### config.mk
export PLATFORM = sky130hd
export DESIGN_NAME = fixed_point_alu_with_gcd
export DESIGN_NICKNAME = d
export VERILOG_FILES = /design/src/rtl/fpag_pkg.sv /design/src/rtl/fpag_mul.sv /design/src/rtl/fpag_div.sv /design/src/rtl/fpag_gcd.sv /design/src/rtl/fixed_point_alu_with_gcd.sv
export SDC_FILE = /design/constraint.sdc
export NUM_CORES = 1
export LEC_CHECK = 0
export BUFFER_PORTS_ARGS = -buffer_cell sky130_fd_sc_hd__buf_2
export CORE_MARGIN = 3
export CORE_UTILIZATION = 50
export DETAILED_ROUTE_END_ITERATION = 10
export GPL_ROUTABILITY_DRIVEN = 0
export PLACE_DENSITY_LB_ADDON = 0.2
export SETUP_SLACK_MARGIN = 0.5
export SYNTH_ARGS = -nofsm -noshare
export SYNTH_HDL_FRONTEND = slang
export SYNTH_SLANG_ARGS = --single-unit
### constraint.sdc
create_clock -name clk -period 9.7 [get_ports clk]
set_clock_uncertainty 0.2 [all_clocks]
set_input_delay 0.485 -clock clk [delete_from_list [all_inputs] [get_ports clk]]
set_output_delay 0.485 -clock clk [all_outputs]
set_load 0.005 [all_outputs]
### src/rtl/fpag_pkg.sv
// Shared types and constants for the fixed-point ALU with divide and gcd.
// Holds the opcode and status codes, default widths and the unit status bundle.
// No dependencies.
package fpag_pkg;

  // default word format: signed Q16.16
  localparam int WORD_WIDTH_DEF = 32;
  localparam int FRAC_BITS_DEF  = 16;

  localparam int OPCODE_W = 3;
  localparam int STATUS_W = 2;

  typedef enum logic [OPCODE_W-1:0] {
    OP_ADD = 3'd0,
    OP_SUB = 3'd1,
    OP_MUL = 3'd2,
    OP_DIV = 3'd3,
    OP_MOD = 3'd4,
    OP_GCD = 3'd5,
    OP_LIN = 3'd6,
    OP_BAD = 3'd7
  } opcode_t;

  typedef enum logic [STATUS_W-1:0] {
    ST_OK      = 2'd0,
    ST_DIVZERO = 2'd1,
    ST_UNKNOWN = 2'd2,
    ST_SAT     = 2'd3
  } status_t;

  // status of one serial arithmetic unit
  typedef struct packed {
    logic busy;  // iterating
    logic done;  // one-cycle pulse, results valid from here on
  } unit_stat_t;

endpackage

### src/rtl/fpag_mul.sv
// Bit-serial shift-and-add multiplier for unsigned magnitudes.
// One multiplier bit per cycle; full double-width product.
// Depends on fpag_pkg.
module fpag_mul #(
  parameter int WORD_WIDTH = fpag_pkg::WORD_WIDTH_DEF
) (
  input  logic                      clk,
  input  logic                      rst_n,
  input  logic                      go,
  input  logic [WORD_WIDTH-1:0]     mcand,
  input  logic [WORD_WIDTH-1:0]     mplier,
  output logic [2*WORD_WIDTH-1:0]   prod,
  output fpag_pkg::unit_stat_t      stat
);
  import fpag_pkg::*;

  localparam int W  = WORD_WIDTH;
  localparam int CW = $clog2(W + 1);

  logic [2*W-1:0] acc_r;
  logic [W-1:0]   mcand_r;
  logic [CW-1:0]  cnt_r;
  logic           busy_r;
  logic           done_r;
  logic [W:0]     hi_sum;
  logic [2*W-1:0] acc_nxt;

  // add multiplicand into upper half when the current multiplier bit is set
  always_comb begin
    hi_sum  = {1'b0, acc_r[2*W-1:W]} + (acc_r[0] ? {1'b0, mcand_r} : '0);
    acc_nxt = {hi_sum, acc_r[W-1:1]};
  end

  always_ff @(posedge clk) begin
    if (!rst_n) begin
      busy_r <= 1'b0;
      done_r <= 1'b0;
    end else begin
      done_r <= 1'b0;
      if (go) begin
        busy_r  <= 1'b1;
        cnt_r   <= CW'(W);
        mcand_r <= mcand;
        acc_r   <= {{W{1'b0}}, mplier};
      end else if (busy_r) begin
        acc_r <= acc_nxt;
        cnt_r <= cnt_r - 1'b1;
        if (cnt_r == CW'(1)) begin
          busy_r <= 1'b0;
          done_r <= 1'b1;
        end
      end
    end
  end

  assign prod      = acc_r;
  assign stat.busy = busy_r;
  assign stat.done = done_r;

endmodule

### src/rtl/fpag_div.sv
// Bit-serial restoring divider: one quotient bit per cycle.
// Numerator is WORD_WIDTH+FRAC_BITS bits; quotient keeps the low word plus a sticky overflow.
// Depends on fpag_pkg.
module fpag_div #(
  parameter int WORD_WIDTH = fpag_pkg::WORD_WIDTH_DEF,
  parameter int FRAC_BITS  = fpag_pkg::FRAC_BITS_DEF
) (
  input  logic                               clk,
  input  logic                               rst_n,
  input  logic                               go,
  input  logic [WORD_WIDTH+FRAC_BITS-1:0]    num,
  input  logic [WORD_WIDTH-1:0]              den,
  output logic [WORD_WIDTH-1:0]              quo,
  output logic                               quo_over,
  output logic [WORD_WIDTH-1:0]              rem,
  output fpag_pkg::unit_stat_t               stat
);
  import fpag_pkg::*;

  localparam int W  = WORD_WIDTH;
  localparam int N  = WORD_WIDTH + FRAC_BITS;
  localparam int CW = $clog2(N + 1);

  logic [N-1:0]  num_r;
  logic [W-1:0]  den_r;
  logic [W-1:0]  rem_r;
  logic [W-1:0]  quo_r;
  logic          ovf_r;
  logic [CW-1:0] cnt_r;
  logic          busy_r;
  logic          done_r;
  logic [W:0]    sh;
  logic [W+1:0]  diff;
  logic          fits;
  logic [W-1:0]  rem_nxt;

  // shift in next numerator bit, trial subtract
  always_comb begin
    sh      = {rem_r, num_r[N-1]};
    diff    = {1'b0, sh} - {2'b00, den_r};
    fits    = !diff[W+1];
    rem_nxt = fits ? diff[W-1:0] : sh[W-1:0];
  end

  always_ff @(posedge clk) begin
    if (!rst_n) begin
      busy_r <= 1'b0;
      done_r <= 1'b0;
    end else begin
      done_r <= 1'b0;
      if (go) begin
        busy_r <= 1'b1;
        cnt_r  <= CW'(N);
        num_r  <= num;
        den_r  <= den;
        rem_r  <= '0;
        quo_r  <= '0;
        ovf_r  <= 1'b0;
      end else if (busy_r) begin
        num_r <= {num_r[N-2:0], 1'b0};
        rem_r <= rem_nxt;
        quo_r <= {quo_r[W-2:0], fits};
        // a set bit above the word means the quotient does not fit
        ovf_r <= ovf_r | quo_r[W-1];
        cnt_r <= cnt_r - 1'b1;
        if (cnt_r == CW'(1)) begin
          busy_r <= 1'b0;
          done_r <= 1'b1;
        end
      end
    end
  end

  assign quo       = quo_r;
  assign quo_over  = ovf_r;
  assign rem       = rem_r;
  assign stat.busy = busy_r;
  assign stat.done = done_r;

endmodule

### src/rtl/fpag_gcd.sv
// Binary (Stein) gcd unit: one shift or subtract per cycle, then serial shift-back
// of the common power of two. Depends on fpag_pkg.
module fpag_gcd #(
  parameter int WORD_WIDTH = fpag_pkg::WORD_WIDTH_DEF
) (
  input  logic                  clk,
  input  logic                  rst_n,
  input  logic                  go,
  input  logic [WORD_WIDTH-1:0] x_in,
  input  logic [WORD_WIDTH-1:0] y_in,
  output logic [WORD_WIDTH-1:0] gcd_out,
  output fpag_pkg::unit_stat_t  stat
);
  import fpag_pkg::*;

  localparam int W  = WORD_WIDTH;
  localparam int KW = $clog2(W + 1);

  typedef enum logic [1:0] {G_IDLE, G_RUN, G_SHIFT} gstate_t;

  gstate_t       state_r;
  logic [W-1:0]  x_r;
  logic [W-1:0]  y_r;
  logic [KW-1:0] k_r;
  logic          done_r;
  logic [W:0]    x_minus_y;
  logic [W:0]    y_minus_x;

  always_comb begin
    x_minus_y = {1'b0, x_r} - {1'b0, y_r};
    y_minus_x = {1'b0, y_r} - {1'b0, x_r};
  end

  always_ff @(posedge clk) begin
    if (!rst_n) begin
      state_r <= G_IDLE;
      done_r  <= 1'b0;
    end else begin
      done_r <= 1'b0;
      case (state_r)
        G_IDLE: begin
          if (go) begin
            x_r     <= x_in;
            y_r     <= y_in;
            k_r     <= '0;
            state_r <= G_RUN;
          end
        end
        G_RUN: begin
          if (x_r == '0 || y_r == '0) begin
            // odd part found; x_r carries it into the shift-back phase
            x_r     <= x_r | y_r;
            state_r <= G_SHIFT;
          end else if (!x_r[0] && !y_r[0]) begin
            x_r <= x_r >> 1;
            y_r <= y_r >> 1;
            k_r <= k_r + 1'b1;
          end else if (!x_r[0]) begin
            x_r <= x_r >> 1;
          end else if (!y_r[0]) begin
            y_r <= y_r >> 1;
          end else if (!x_minus_y[W]) begin
            x_r <= x_minus_y[W-1:0];
          end else begin
            y_r <= y_minus_x[W-1:0];
          end
        end
        G_SHIFT: begin
          if (k_r == '0) begin
            done_r  <= 1'b1;
            state_r <= G_IDLE;
          end else begin
            x_r <= x_r << 1;
            k_r <= k_r - 1'b1;
          end
        end
        default: state_r <= G_IDLE;
      endcase
    end
  end

  assign gcd_out   = x_r;
  assign stat.busy = (state_r != G_IDLE);
  assign stat.done = done_r;

endmodule

### src/rtl/fixed_point_alu_with_gcd.sv
// Fixed-point ALU: add, subtract, multiply, divide, modulo, gcd and linear solve
// on signed Q(WORD_WIDTH-FRAC_BITS).(FRAC_BITS) words. Depends on fpag_pkg and the
// fpag_mul, fpag_div and fpag_gcd serial units.
//
// One item is in flight at a time; the input is ready again while the previous
// result still waits in the output register. Add, subtract, error cases and
// unknown opcodes are settled in the decode state and go straight to the done
// state. Multiply runs the serial multiplier (one bit a cycle). Divide, modulo
// and linear solve run the restoring divider (one quotient bit a cycle). Gcd
// runs binary gcd steps on the integer parts (one shift or subtract a cycle),
// then one left shift per common factor of two. A result moves from the done
// state into the output register once that register is free.
// Results that do not fit saturate with status 3; a zero divisor or unknown
// opcode returns -1.0 with status 1 or 2.
module fixed_point_alu_with_gcd #(
  parameter int WORD_WIDTH = fpag_pkg::WORD_WIDTH_DEF,
  parameter int FRAC_BITS  = fpag_pkg::FRAC_BITS_DEF
) (
  input  logic                                       clk,
  input  logic                                       rst_n,
  // input channel
  input  logic                                       in_tvalid,
  output logic                                       in_tready,
  input  logic [((2*WORD_WIDTH+7)/8)*8-1:0]          in_tdata,  // operand_a, operand_b
  input  logic [fpag_pkg::OPCODE_W-1:0]              in_tuser,  // opcode
  // result channel
  output logic                                       out_tvalid,
  input  logic                                       out_tready,
  output logic [((WORD_WIDTH+7)/8)*8-1:0]            out_tdata, // result_value
  output logic [fpag_pkg::STATUS_W-1:0]              out_tuser  // status
);
  import fpag_pkg::*;

  localparam int W          = WORD_WIDTH;
  localparam int F          = FRAC_BITS;
  localparam int OUT_DATA_W = ((WORD_WIDTH + 7) / 8) * 8;

  localparam logic [W-1:0] MIN_VAL   = {1'b1, {(W-1){1'b0}}};
  localparam logic [W-1:0] MAX_VAL   = {1'b0, {(W-1){1'b1}}};
  localparam logic [W-1:0] MINUS_ONE = (F >= W - 1) ? MIN_VAL : (W'(0) - (W'(1) << F));

  typedef enum logic [1:0] {S_IDLE, S_DECODE, S_BUSY, S_DONE} state_t;

  // sign-magnitude to word with saturation; bit W is the saturate flag
  function automatic logic [W:0] sat_pack(input logic neg, input logic over,
                                          input logic [W-1:0] mag);
    logic [W:0] r;
    if (neg) begin
      if (over || (mag[W-1] && (|mag[W-2:0]))) r = {1'b1, MIN_VAL};
      else                                     r = {1'b0, W'(0) - mag};
    end else begin
      if (over || mag[W-1]) r = {1'b1, MAX_VAL};
      else                  r = {1'b0, mag};
    end
    return r;
  endfunction

  state_t         state_r;
  opcode_t        op_r;
  logic [W-1:0]   a_r;
  logic [W-1:0]   b_r;
  logic           neg_r;
  logic [W-1:0]   res_r;
  status_t        st_r;
  logic           out_valid_r;
  logic [W-1:0]   out_data_r;
  status_t        out_st_r;

  logic           na;
  logic           nb;
  logic [W-1:0]   ma;
  logic [W-1:0]   mb;
  logic [W-1:0]   ia;
  logic [W-1:0]   ib;
  logic [W-1:0]   sum;
  logic           sum_ovf;

  logic           dec_imm;
  logic [W-1:0]   dec_val;
  status_t        dec_st;
  logic           dec_neg;

  logic           mul_go;
  logic           div_go;
  logic           gcd_go;
  logic [W+F-1:0] div_num;
  logic [W-1:0]   div_den;

  logic [2*W-1:0] mul_prod;
  logic [2*W-1:0] prod_sh;
  logic [W-1:0]   div_quo;
  logic           div_over;
  logic [W-1:0]   div_rem;
  logic [W-1:0]   gcd_val;
  unit_stat_t     mul_st;
  unit_stat_t     div_st;
  unit_stat_t     gcd_st;
  logic           unit_done;
  logic [W:0]     unit_res;
  logic           out_free;

  // operand signs, magnitudes and integer parts
  always_comb begin
    na  = a_r[W-1];
    nb  = b_r[W-1];
    ma  = na ? (W'(0) - a_r) : a_r;
    mb  = nb ? (W'(0) - b_r) : b_r;
    ia  = ma >> F;
    ib  = mb >> F;
    sum = (op_r == OP_ADD) ? (a_r + b_r) : (a_r - b_r);
    sum_ovf = ((op_r == OP_ADD) ? (na == nb) : (na != nb)) && (sum[W-1] != na);
  end

  // decode: settle immediate results or pick a serial unit
  always_comb begin
    dec_imm = 1'b1;
    dec_val = MINUS_ONE;
    dec_st  = ST_DIVZERO;
    dec_neg = 1'b0;
    mul_go  = 1'b0;
    div_go  = 1'b0;
    gcd_go  = 1'b0;
    div_num = (W+F)'(ma) << F;
    div_den = mb;
    case (op_r)
      OP_ADD, OP_SUB: begin
        dec_val = sum_ovf ? (na ? MIN_VAL : MAX_VAL) : sum;
        dec_st  = sum_ovf ? ST_SAT : ST_OK;
      end
      OP_MUL: begin
        dec_imm = 1'b0;
        dec_neg = na ^ nb;
        mul_go  = (state_r == S_DECODE);
      end
      OP_DIV: begin
        dec_imm = (mb == '0);
        dec_neg = na ^ nb;
        div_go  = (state_r == S_DECODE) && (mb != '0);
      end
      OP_MOD: begin
        dec_imm = (ib == '0);
        dec_neg = na;
        div_num = (W+F)'(ia);
        div_den = ib;
        div_go  = (state_r == S_DECODE) && (ib != '0);
      end
      OP_GCD: begin
        dec_imm = 1'b0;
        gcd_go  = (state_r == S_DECODE);
      end
      OP_LIN: begin
        dec_imm = (ma == '0);
        dec_neg = (na == nb);
        div_num = (W+F)'(mb) << F;
        div_den = ma;
        div_go  = (state_r == S_DECODE) && (ma != '0);
      end
      default: begin
        dec_st = ST_UNKNOWN;
      end
    endcase
  end

  fpag_mul #(.WORD_WIDTH(W)) u_mul (
    .clk    (clk),
    .rst_n  (rst_n),
    .go     (mul_go),
    .mcand  (ma),
    .mplier (mb),
    .prod   (mul_prod),
    .stat   (mul_st)
  );

  fpag_div #(.WORD_WIDTH(W), .FRAC_BITS(F)) u_div (
    .clk      (clk),
    .rst_n    (rst_n),
    .go       (div_go),
    .num      (div_num),
    .den      (div_den),
    .quo      (div_quo),
    .quo_over (div_over),
    .rem      (div_rem),
    .stat     (div_st)
  );

  fpag_gcd #(.WORD_WIDTH(W)) u_gcd (
    .clk     (clk),
    .rst_n   (rst_n),
    .go      (gcd_go),
    .x_in    (ia),
    .y_in    (ib),
    .gcd_out (gcd_val),
    .stat    (gcd_st)
  );

  // format the finished unit's result
  always_comb begin
    unit_done = mul_st.done | div_st.done | gcd_st.done;
    prod_sh   = mul_prod >> F;
    case (op_r)
      OP_MUL:  unit_res = sat_pack(neg_r, |prod_sh[2*W-1:W], prod_sh[W-1:0]);
      OP_MOD:  unit_res = sat_pack(neg_r, 1'b0, div_rem << F);
      OP_GCD:  unit_res = sat_pack(1'b0, 1'b0, gcd_val << F);
      default: unit_res = sat_pack(neg_r, div_over, div_quo);
    endcase
  end

  assign out_free = !out_valid_r || out_tready;

  // control and output register
  always_ff @(posedge clk) begin
    if (!rst_n) begin
      state_r     <= S_IDLE;
      out_valid_r <= 1'b0;
    end else begin
      // output valid: load a finished result, or drop after a transfer
      if (state_r == S_DONE && out_free) out_valid_r <= 1'b1;
      else if (out_tready)               out_valid_r <= 1'b0;
      case (state_r)
        S_IDLE: begin
          if (in_tvalid) begin
            op_r    <= opcode_t'(in_tuser);
            a_r     <= in_tdata[W-1:0];
            b_r     <= in_tdata[2*W-1:W];
            state_r <= S_DECODE;
          end
        end
        S_DECODE: begin
          neg_r <= dec_neg;
          if (dec_imm) begin
            res_r   <= dec_val;
            st_r    <= dec_st;
            state_r <= S_DONE;
          end else begin
            state_r <= S_BUSY;
          end
        end
        S_BUSY: begin
          if (unit_done) begin
            res_r   <= unit_res[W-1:0];
            st_r    <= unit_res[W] ? ST_SAT : ST_OK;
            state_r <= S_DONE;
          end
        end
        S_DONE: begin
          if (out_free) begin
            out_data_r  <= res_r;
            out_st_r    <= st_r;
            state_r     <= S_IDLE;
          end
        end
        default: state_r <= S_IDLE;
      endcase
    end
  end

  assign in_tready  = (state_r == S_IDLE);
  assign out_tvalid = out_valid_r;
  assign out_tdata  = OUT_DATA_W'(out_data_r);
  assign out_tuser  = out_st_r;

  // error results always carry -1.0
  a_err_minus_one: assert property (@(posedge clk) disable iff (!rst_n)
    out_tvalid && (out_tuser == ST_DIVZERO || out_tuser == ST_UNKNOWN)
      |-> out_data_r == MINUS_ONE)
    else $error("error status without -1.0 result");

  // at most one serial unit runs
  a_one_unit: assert property (@(posedge clk) disable iff (!rst_n)
    $onehot0({mul_st.busy, div_st.busy, gcd_st.busy}))
    else $error("more than one serial unit busy");

  // units only finish while the controller waits for them
  a_done_in_busy: assert property (@(posedge clk) disable iff (!rst_n)
    unit_done |-> state_r == S_BUSY)
    else $error("unit finished outside busy state");

  // a new item is never taken while a unit still runs
  a_accept_idle: assert property (@(posedge clk) disable iff (!rst_n)
    in_tvalid && in_tready |-> !(mul_st.busy || div_st.busy || gcd_st.busy))
    else $error("input taken while a unit is busy");

endmodule
======== After elaboration in Yosys (flattened, before gate mapping) ========
Cells that the tools add are included.
storage, ports and cells
  flip-flop bits (word level) ............. 469
  latch bits .............................. 0
  bits in writable memories ............... 0
  ROM bits ................................ 0
  input port bits ......................... 71
  output and inout port bits .............. 36
  word-level logic and storage cells ...... 232
  memories ................................ 0
cells by class
  add/sub/neg operators ................... 15
  $mul .................................... 0
  divide/modulo/power cells ............... 0
  magnitude comparators ................... 0
  eq/ne operators ......................... 30
  shift-type cells ........................ 0
  multiplexer cells ....................... 85
  bitwise operators ....................... 8
  reductions and logical operators ........ 63
operator list
  cell                                                                  count
  32-bit 2-to-1 mux                                                     26
  33-bit 2-to-1 mux                                                     10
  32-bit case mux with 2 select lines                                   3
  32-bit zero test                                                      5
  1-bit by 32-bit subtractor with 32-bit output (first input constant)  5
  33-bit case mux with 3 select lines                                   1
  48-bit 2-to-1 mux                                                     2
  32-bit case mux with 3 select lines                                   1
  48-bit case mux with 2 select lines                                   1
  32-bit nonzero test                                                   3
  64-bit 2-to-1 mux                                                     1
  32-bit subtractor                                                     2
  31-bit OR reduction                                                   2
  6-bit 2-to-1 mux                                                      6
  33-bit by 32-bit subtractor with 34-bit output                        1
  32-bit by 33-bit adder with 33-bit output                             1
  32-bit by 32-bit subtractor with 33-bit output                        1
  32-bit adder                                                          1
  32-bit OR                                                             1
  2-bit 2-to-1 mux                                                      10
  6-bit case mux with 3 select lines                                    1
  6-bit AND reduction                                                   3
  6-bit by 1-bit subtractor with 6-bit output (second input constant)   3
  1-bit 2-to-1 mux                                                      16
  other kinds (39)                                                      95

======== Longest topological paths before layout ========
Gate-level depths: netlist of run 1.
  depth in word-level cells ............... 9
  gate-level depth with buffers ........... 22

======== Modules after synthesis ========
A second synthesis of run 1 with hierarchy kept.
second synthesis, totals
  cells, all modules ...................... 3896
  area, all modules ....................... 35753.0 sq um
modules (own cells, without submodules)
  module                    instances  cells each  area each (sq um)  seq. area each (sq um)
  fixed_point_alu_with_gcd  1          1695        13422.9            4144.0
  fpag_gcd                  1          1027        8486.9             2162.1
  fpag_div                  1          679         8030.2             4574.4
  fpag_mul                  1          495         5813.1             3103.0

======== Least setup slack after synthesis of run 1 ========
No wires, ideal clock.
  kind .................................... reg2reg
  start point ............................. register b_r[14]
  end point ............................... register u_div.cnt_r[0], enable pin
  library setup time ...................... 0.488 ns
  arrival time ............................ 6.200 ns
  data required time ...................... 9.012 ns
  slack ................................... 2.813 ns
  stages on the path, launching flop included .. 15
  path buffers ............................ 3
  clock period less this slack ............ 6.887 ns
  path through ............................ edfxtp_1 or4_1 or2_1 clkbuf_1 nor4b_1 nor4b_1 ha_1 nand2b_1 a2111oi_1 and2_1 or3_1 buf_4 nand3b_4 buf_6 o21a_1
on the way
  longest elaborated chain between the ends .. 7
  elaborated cells on any way between the ends .. 9
  those cells by class .................... add/sub: 1; mux: 2; reduce/logical: 6
ends and longest elaborated chain
  item                                           line                                                              text
  from (decl)                                    fixed_point_alu_with_gcd.sv:61                                    logic [W-1:0] b_r;
  from (signal assigned)                         fixed_point_alu_with_gcd.sv:224                                   b_r <= in_tdata[2*W-1:W];
  1-bit by 32-bit subtractor with 32-bit output  fixed_point_alu_with_gcd.sv:107                                   mb = nb ? (W'(0) - b_r) : b_r;
  32-bit 2-to-1 mux *                            fixed_point_alu_with_gcd.sv:107
  32-bit nonzero test, on equally long branches  fixed_point_alu_with_gcd.sv:145, fixed_point_alu_with_gcd.sv:138
  1-bit logical AND, on equally long branches    fixed_point_alu_with_gcd.sv:145, fixed_point_alu_with_gcd.sv:138
  1-bit case mux with 3 select lines *           fixed_point_alu_with_gcd.sv:125                                   case (op_r)
  2-bit nonzero test (no line) *                 -
  2-bit AND reduction (no line) *                -
  to (signal assigned)                           fpag_div.sv:53                                                    cnt_r <= CW'(N);
  to (signal assigned)                           fpag_div.sv:65                                                    cnt_r <= cnt_r - 1'b1;
  to (decl)                                      fpag_div.sv:29                                                    logic [CW-1:0] cnt_r;
Mark *: on every way between the ends. The rest lies on a longest branch, timed or not.
A chain may end at the register's enable or synchronous reset.

======== Worst setup path in the final report of run 1 ========
  start point ............................. register b_r[0]
  end point ............................... register u_div.cnt_r[4], enable pin
Same word-level chain as after synthesis.

==> qor.csv, run 1 <==
metric,value,unit
critPathMaxFanout,66,
dp_hpwl,84.10,mm
dr.pass1.iters,6,
final_common_cell,edfxtp_1,
ys.flop_type,edfxtp_1,
fin_tns_setup,0,ns
reg2reg_slack,2.02,ns
final_cell_mix,"459 x edfxtp_1, 316 x nor2_1, 265 x nand2_1, 252 x a21oi_1, 233 x inv_1",
cts_hold_buf,67,
post-route-period-util,0.7916,
root_buffer,clkbuf_16,
hold_class,input port to register,
rr_worst_depth,13,
drtIter0Drc,3864,
critPathKind,register to register,
min_from,out_tready,
required,9.77,ns
clkTransAtPathRegs,0.06,ns
finalMaxSlewViolations,0,
routedWlPerCell,24.52,um
setup_viol,0,
fmax,0.1302,GHz
die_w,268.1,um
worstMarginPinSlew,1.297,ns
die_area,71900,sq um
core,67630,sq um
power_density,215.8,nW/um^2
drc,0,
fin_crit,7.679,ns
cp-end-kind,register,
arrival,7.75,ns
overflow,0,
hold_violations,0,
track_usage,0.3093,
ys_warn_count,0,
grt_max_degree,68,
area_growth,11.09,%
start_kind,register,
num_rows,95,
ant_nets,0,
outcome,completed,
synth-edff-count,459,
synth_area_per_cell,9.352,sq um
power.leakage,14.49,nW
holdPathStages,3,
io_pins,107,
ctsHtreeMaxLevel,2,
clk_latency,0.65,ns
cts_tree,yes,
worst_ir_drop_vdd,0.1610,mV
crit_start,b_r[0],
timing.rr.start,b_r[0],
rsz0062_at_grt,no,
initial_core_util,0.5080,
r2r-end,u_div.cnt_r[4],
numCtsBuffers,53,
worst_slew_margin_rel,0.1327,
cts.repair.resized,0,
syn_nets,3965,
die_h,268.1,um
synth_area,34360,sq um
drive_gt1_frac,0.09139,
antenna_found_initial,7,
wl,114.6,mm
grt_pass1_wl,169.6,mm
maxCapViolations,0,
vias_per_cell,6.472,
ys_ff_latch,469,
portBuffers,106,
hold_ws,0.1225,ns
synthCells,3674,
via_count,30250,
fin_nets,4044,
cts_sinks,469,
min_to,out_tvalid,
ys_async_sr_fraction,0,
cts_buffer_depth,3,
yosysSeqAreaShare,0.4070,
grt_pass1_vias,27180,
cts_setup_buffers,0,
yosysUniqueCellTypes,93,
==> logic make-up (layout without fill, tap and decap cells) <==
| kind of cell | Yosys count | after routing | synth area share |
|---|---|---|---|
| and+or+nand+nor | 1170 | 1170 | 0.1690 |
| buffers and inverters | 427 | 550 | 0.04898 |
| xor gates and xnor gates | 238 | 238 | 0.06067 |
| other | 0 | 4 | 0 |
| AOI/OAI and AO/OA | 1070 | 1070 | 0.2048 |
| muxes | 80 | 80 | 0.02819 |
| adders and majority gates | 220 | 220 | 0.08142 |
| DFF | 469 | 469 | 0.4070 |
==> flip-flops by register name, summed over array words and instances, names as in the netlist, 3 cells and up <==
name	flops
out_tdata	32
u_mul.prod	64
b_r	32
op_r	3
u_gcd.gcd_out	32
res_r	32
u_div.quo	32
u_mul.mcand_r	32
a_r	32
u_div.cnt_r	6
u_gcd.y_r	32
u_mul.cnt_r	6
u_gcd.k_r	6
u_div.rem	32
u_div.den_r	32
u_div.num_r	48
==> worst max-delay path, stage by stage (launching register included) <==
cell and delay [ns]:
edfxtp_1 0.48, inv_1 0.17, ha_1 0.27, or4b_2 0.72, nor4_2 0.44, a21oi_1 0.15, a2111oi_2 1.03, o2111ai_1 0.25
a2111oi_1 0.81, and2_1 0.28, or3_1 0.57, nand3b_4 0.61, o21a_4 0.68, buf_4 0.53
==> synth_stat cells, drive strengths merged, types with 15 or more instances <==
library cell / count / share of area
edfxtp: 459 / 0.40
or3: 37 / 0.0067
nand2: 267 / 0.029
xnor2: 141 / 0.036
mux2i: 42 / 0.012
o21bai: 20 / 0.0044
a211oi: 56 / 0.013
a21o: 67 / 0.015
buf: 25 / 0.0051
o221ai: 30 / 0.0076
or2: 31 / 0.0056
nand3: 68 / 0.0099
nor2b: 33 / 0.0060
o21ai: 235 / 0.034
and3: 25 / 0.0046
o41ai: 15 / 0.0043
a31oi: 28 / 0.0051
nand2b: 46 / 0.0084
o311ai: 28 / 0.0071
mux2: 38 / 0.016
nor2: 319 / 0.035
o22ai: 71 / 0.013
nor3: 112 / 0.017
nand4: 31 / 0.0056
xor2: 97 / 0.025
o21a: 35 / 0.0076
o31ai: 32 / 0.0070
nor4: 54 / 0.010
a221oi: 40 / 0.010
o211ai: 46 / 0.010
a21oi: 254 / 0.037
and2: 73 / 0.013
inv: 233 / 0.025
or4: 29 / 0.0064
ha: 214 / 0.078
clkbuf: 167 / 0.018
==> how the worst max path moves through the flow <==
stage	to	slack (ns)	depth (start not counted)
floorplan	u_div.cnt_r[0]	2.81	14
global placement	u_div.rem[26]	2.62	13
detailed placement	u_div.rem[26]	2.35	13
CTS	u_div.quo[10]	2.31	13
global route	u_div.quo[10]	1.94	13
finish	u_div.cnt_r[4]	2.02	13
==> area by class of cell <==
| class | count | area (sq um) |
|---|---|---|
| fill | 5935 | 29460 |
| clock buffer | 61 | 1386 |
| tap | 873 | 1092 |
| clock inverter | 38 | 510.5 |
| sequential | 469 | 13980 |
| inverter | 235 | 882.1 |
| multi-input combinational | 2778 | 18780 |
| timing repair buffer | 216 | 1524 |
| antenna | 4 | 10.01 |
==> where the power goes <==
part           switching, mW  internal, mW
combinational           2.08          1.08
clock                  0.912          1.28
sequential             0.262          2.63
==> layer usage <==
layer | vias to the layer above | global-route usage | part of all wire
met1 | 14410 | 0.4393 | 0.41
met2 | 1704 | 0.4548 | 0.43
li1 | 13830 | - | -
met5 | - | 0 | 0.00049
met4 | 8 | 0.1335 | 0.049
met3 | 296 | 0.06867 | 0.11
==> stage by stage <==
step / worst slack, ns / total power, mW / std cells / utilization / instance area, sq um
CTS: 2.310 / 8.128 / 4670 / 0.5642 / 38160
finish: 2.021 / 8.236 / 4674 / 0.5644 / 38170
detailed placement: 2.346 / 5.913 / 4504 / 0.5263 / 35590
floorplan: 2.813 / 4.892 / 3674 / - / 34360
global placement: 2.624 / 5.876 / 4504 / 0.5263 / 35590
global route: 1.939 / 8.537 / 4670 / 0.5642 / 38160
(Power assumes the default switching activity.)
==> run 2, diff against run 1 <==
==> constraint.sdc (replaced) <==
create_clock -name clk -period 6.92 [get_ports clk]
set_clock_uncertainty 0.2 [all_clocks]
set_input_delay 0.346 -clock clk [delete_from_list [all_inputs] [get_ports clk]]
set_output_delay 0.346 -clock clk [all_outputs]
set_load 0.005 [all_outputs]
==> run 2 against run 1 <==
Sequential share of layout area hardly changed; non-clock buffer count is 16 higher; worst setup slack worse by 1.3 ns; sequential power is 40% higher; global-route usage is 0.22 points lower; power is 38% higher; register-to-register slack worse by 1.3 ns; largest cell class unchanged.
==> qor.csv, run 2 (synthesis gave the netlist of run 1 again) <==
metric,value,unit
post-route-period-util,0.8903,
cts_tree,yes,
stdcell_count,4691,
fillers,5977,
drive_gt1_frac,0.09518,
pre_cts_ws,0.5160,ns
initial_core_util,0.5080,
largest_reg_flops,64,
fin_nets,4061,
fin_crit,6.161,ns
antenna_found_initial,5,
dp_hpwl,83.73,mm
maxCapViolations,0,
holdPathStages,3,
via_count,30070,
num_rows,95,
path_cells,"inv_1, ha_1, or4b_2, nor4_2, nand2_1, nor3_2, nand2_1, nand2_1, xnor2_1, ha_1, a21o_1, a21o_1, a211o_1, a211oi_1, a211oi_1, nand2b_1, a221oi_1, a41oi_1, a2bb2oi_1",
track_usage,0.3071,
io_pins,107,
root_buffer,clkbuf_16,
power.leakage,14.52,nW
worst_ir_drop_vdd,0.2462,mV
grt_max_degree,71,
overflow,0,
grt_pass1_vias,26980,
worstMarginPinSlew,1.456,ns
timing.final.ws_setup,0.7594,ns
critPathMaxFanout,6,
clkTransAtPathRegs,0.06,ns
drc,0,
finalMaxSlewViolations,0,
setup_viol,0,
dr.pass1.iters,7,
rsz0062_at_grt,yes,
cp-end-kind,register,
ant_nets,0,
vias_per_cell,6.410,
fin_tns_setup,0,ns
cts_sinks,469,
numCtsBuffers,54,
ctsHtreeMaxLevel,2,
area_growth,11.20,%
portBuffers,106,
rr_worst_depth,19,
hold_violations,0,
clk_latency,0.64,ns
final_cell_mix,"459 x edfxtp_1, 316 x nor2_1, 263 x nand2_1, 252 x a21oi_1, 233 x inv_1",
critPathMostFrequentCell,nand2_1,
crit_slowest_cell,or4b_2,
start_kind,register,
drtIter0Drc,4035,
reg2reg_slack,0.76,ns
die_area,71900,sq um
outcome,completed,
die_w,268.1,um
core,67630,sq um
worst_slew_margin_rel,0.02576,
arrival,6.33,ns
final_common_cell,edfxtp_1,
power_density,296.8,nW/um^2
dp.cells,4520,
wl,113.7,mm
slowest_delay,0.71,ns
die_h,268.1,um
routedWlPerCell,24.24,um
grt_pass1_wl,168.0,mm
cts_buffer_depth,3,
fmax,0.1623,GHz
design_power_total,11.34,mW
critPathKind,register to register,
required,7.09,ns
hold_class,input port to register,
[run 2: changes by cell type in the layout (fill, tap and decap cells not counted), sizes merged]
cell	previous run	this run
clkinv	24	21
buf	149	165
bufinv	9	6
clkinvlp	5	7
inv	235	237
clkbuf	61	64
[run 2: timing repair]
action	in CTS	in global routing
buffers inserted	0	0
endpoints found under the hold margin	67	0
endpoints found under the setup margin	0	32
hold buffers	67	0
resized for setup	0	5
[run 2: path summary, 6_finish.rpt]
kind                               start            to
worst max-delay path              b_r[0]     res_r[30]
worst min-delay path               rst_n  u_div.done_r
worst max register to register    b_r[0]     res_r[30]
worst min register to register  res_r[5]  out_tdata[5]
[run 2: layout make-up]
type,count,area (sq um),share of cell area
multi-input cells,2778,18790,0.4919
flip-flops and latches,469,13980,0.3660
repair buffers,232,1657,0.04336
clock buffers,64,1399,0.03661
well taps,873,1092,0.02859
inverters,235,882.1,0.02309
clock inverters,36,390.4,0.01022
diodes,4,10.01,0.0002620
[run 2: worst max-delay path: cells and delay by family, from the launching register on]
family / cells / cell delay [ns]
flops: 1 / 0.46
xor+xnor: 1 / 0.07
fa+ha+maj: 2 / 0.65
compound gates: 8 / 2.44
buf+inv: 1 / 0.16
simple gates: 7 / 1.91
[run 2: per-layer routing]
layer  part of all wire  GRT usage
met1               0.42     0.4410
met2               0.41     0.4417
met3               0.12    0.07316
met4              0.048     0.1335
met5            0.00040          0
[run 2: per-stage QoR]
step                instance area [sq um]  hold slack [ns]    util
floorplan                           34360           0.2003       -
global placement                    35730           0.2025  0.5282
detailed placement                  35730           0.2045  0.5282
CTS                                 38190         0.008715  0.5646
global route                        38200          0.07352  0.5648
finish                              38210          0.05141  0.5649
[run 2: power by group]
group	switching, mW	internal, mW	leakage, nW
Combinational	2.84	1.53	9.39
Sequential	0.376	3.68	4.27
Clock	1.24	1.68	0.863
Total	4.45	6.89	14.5
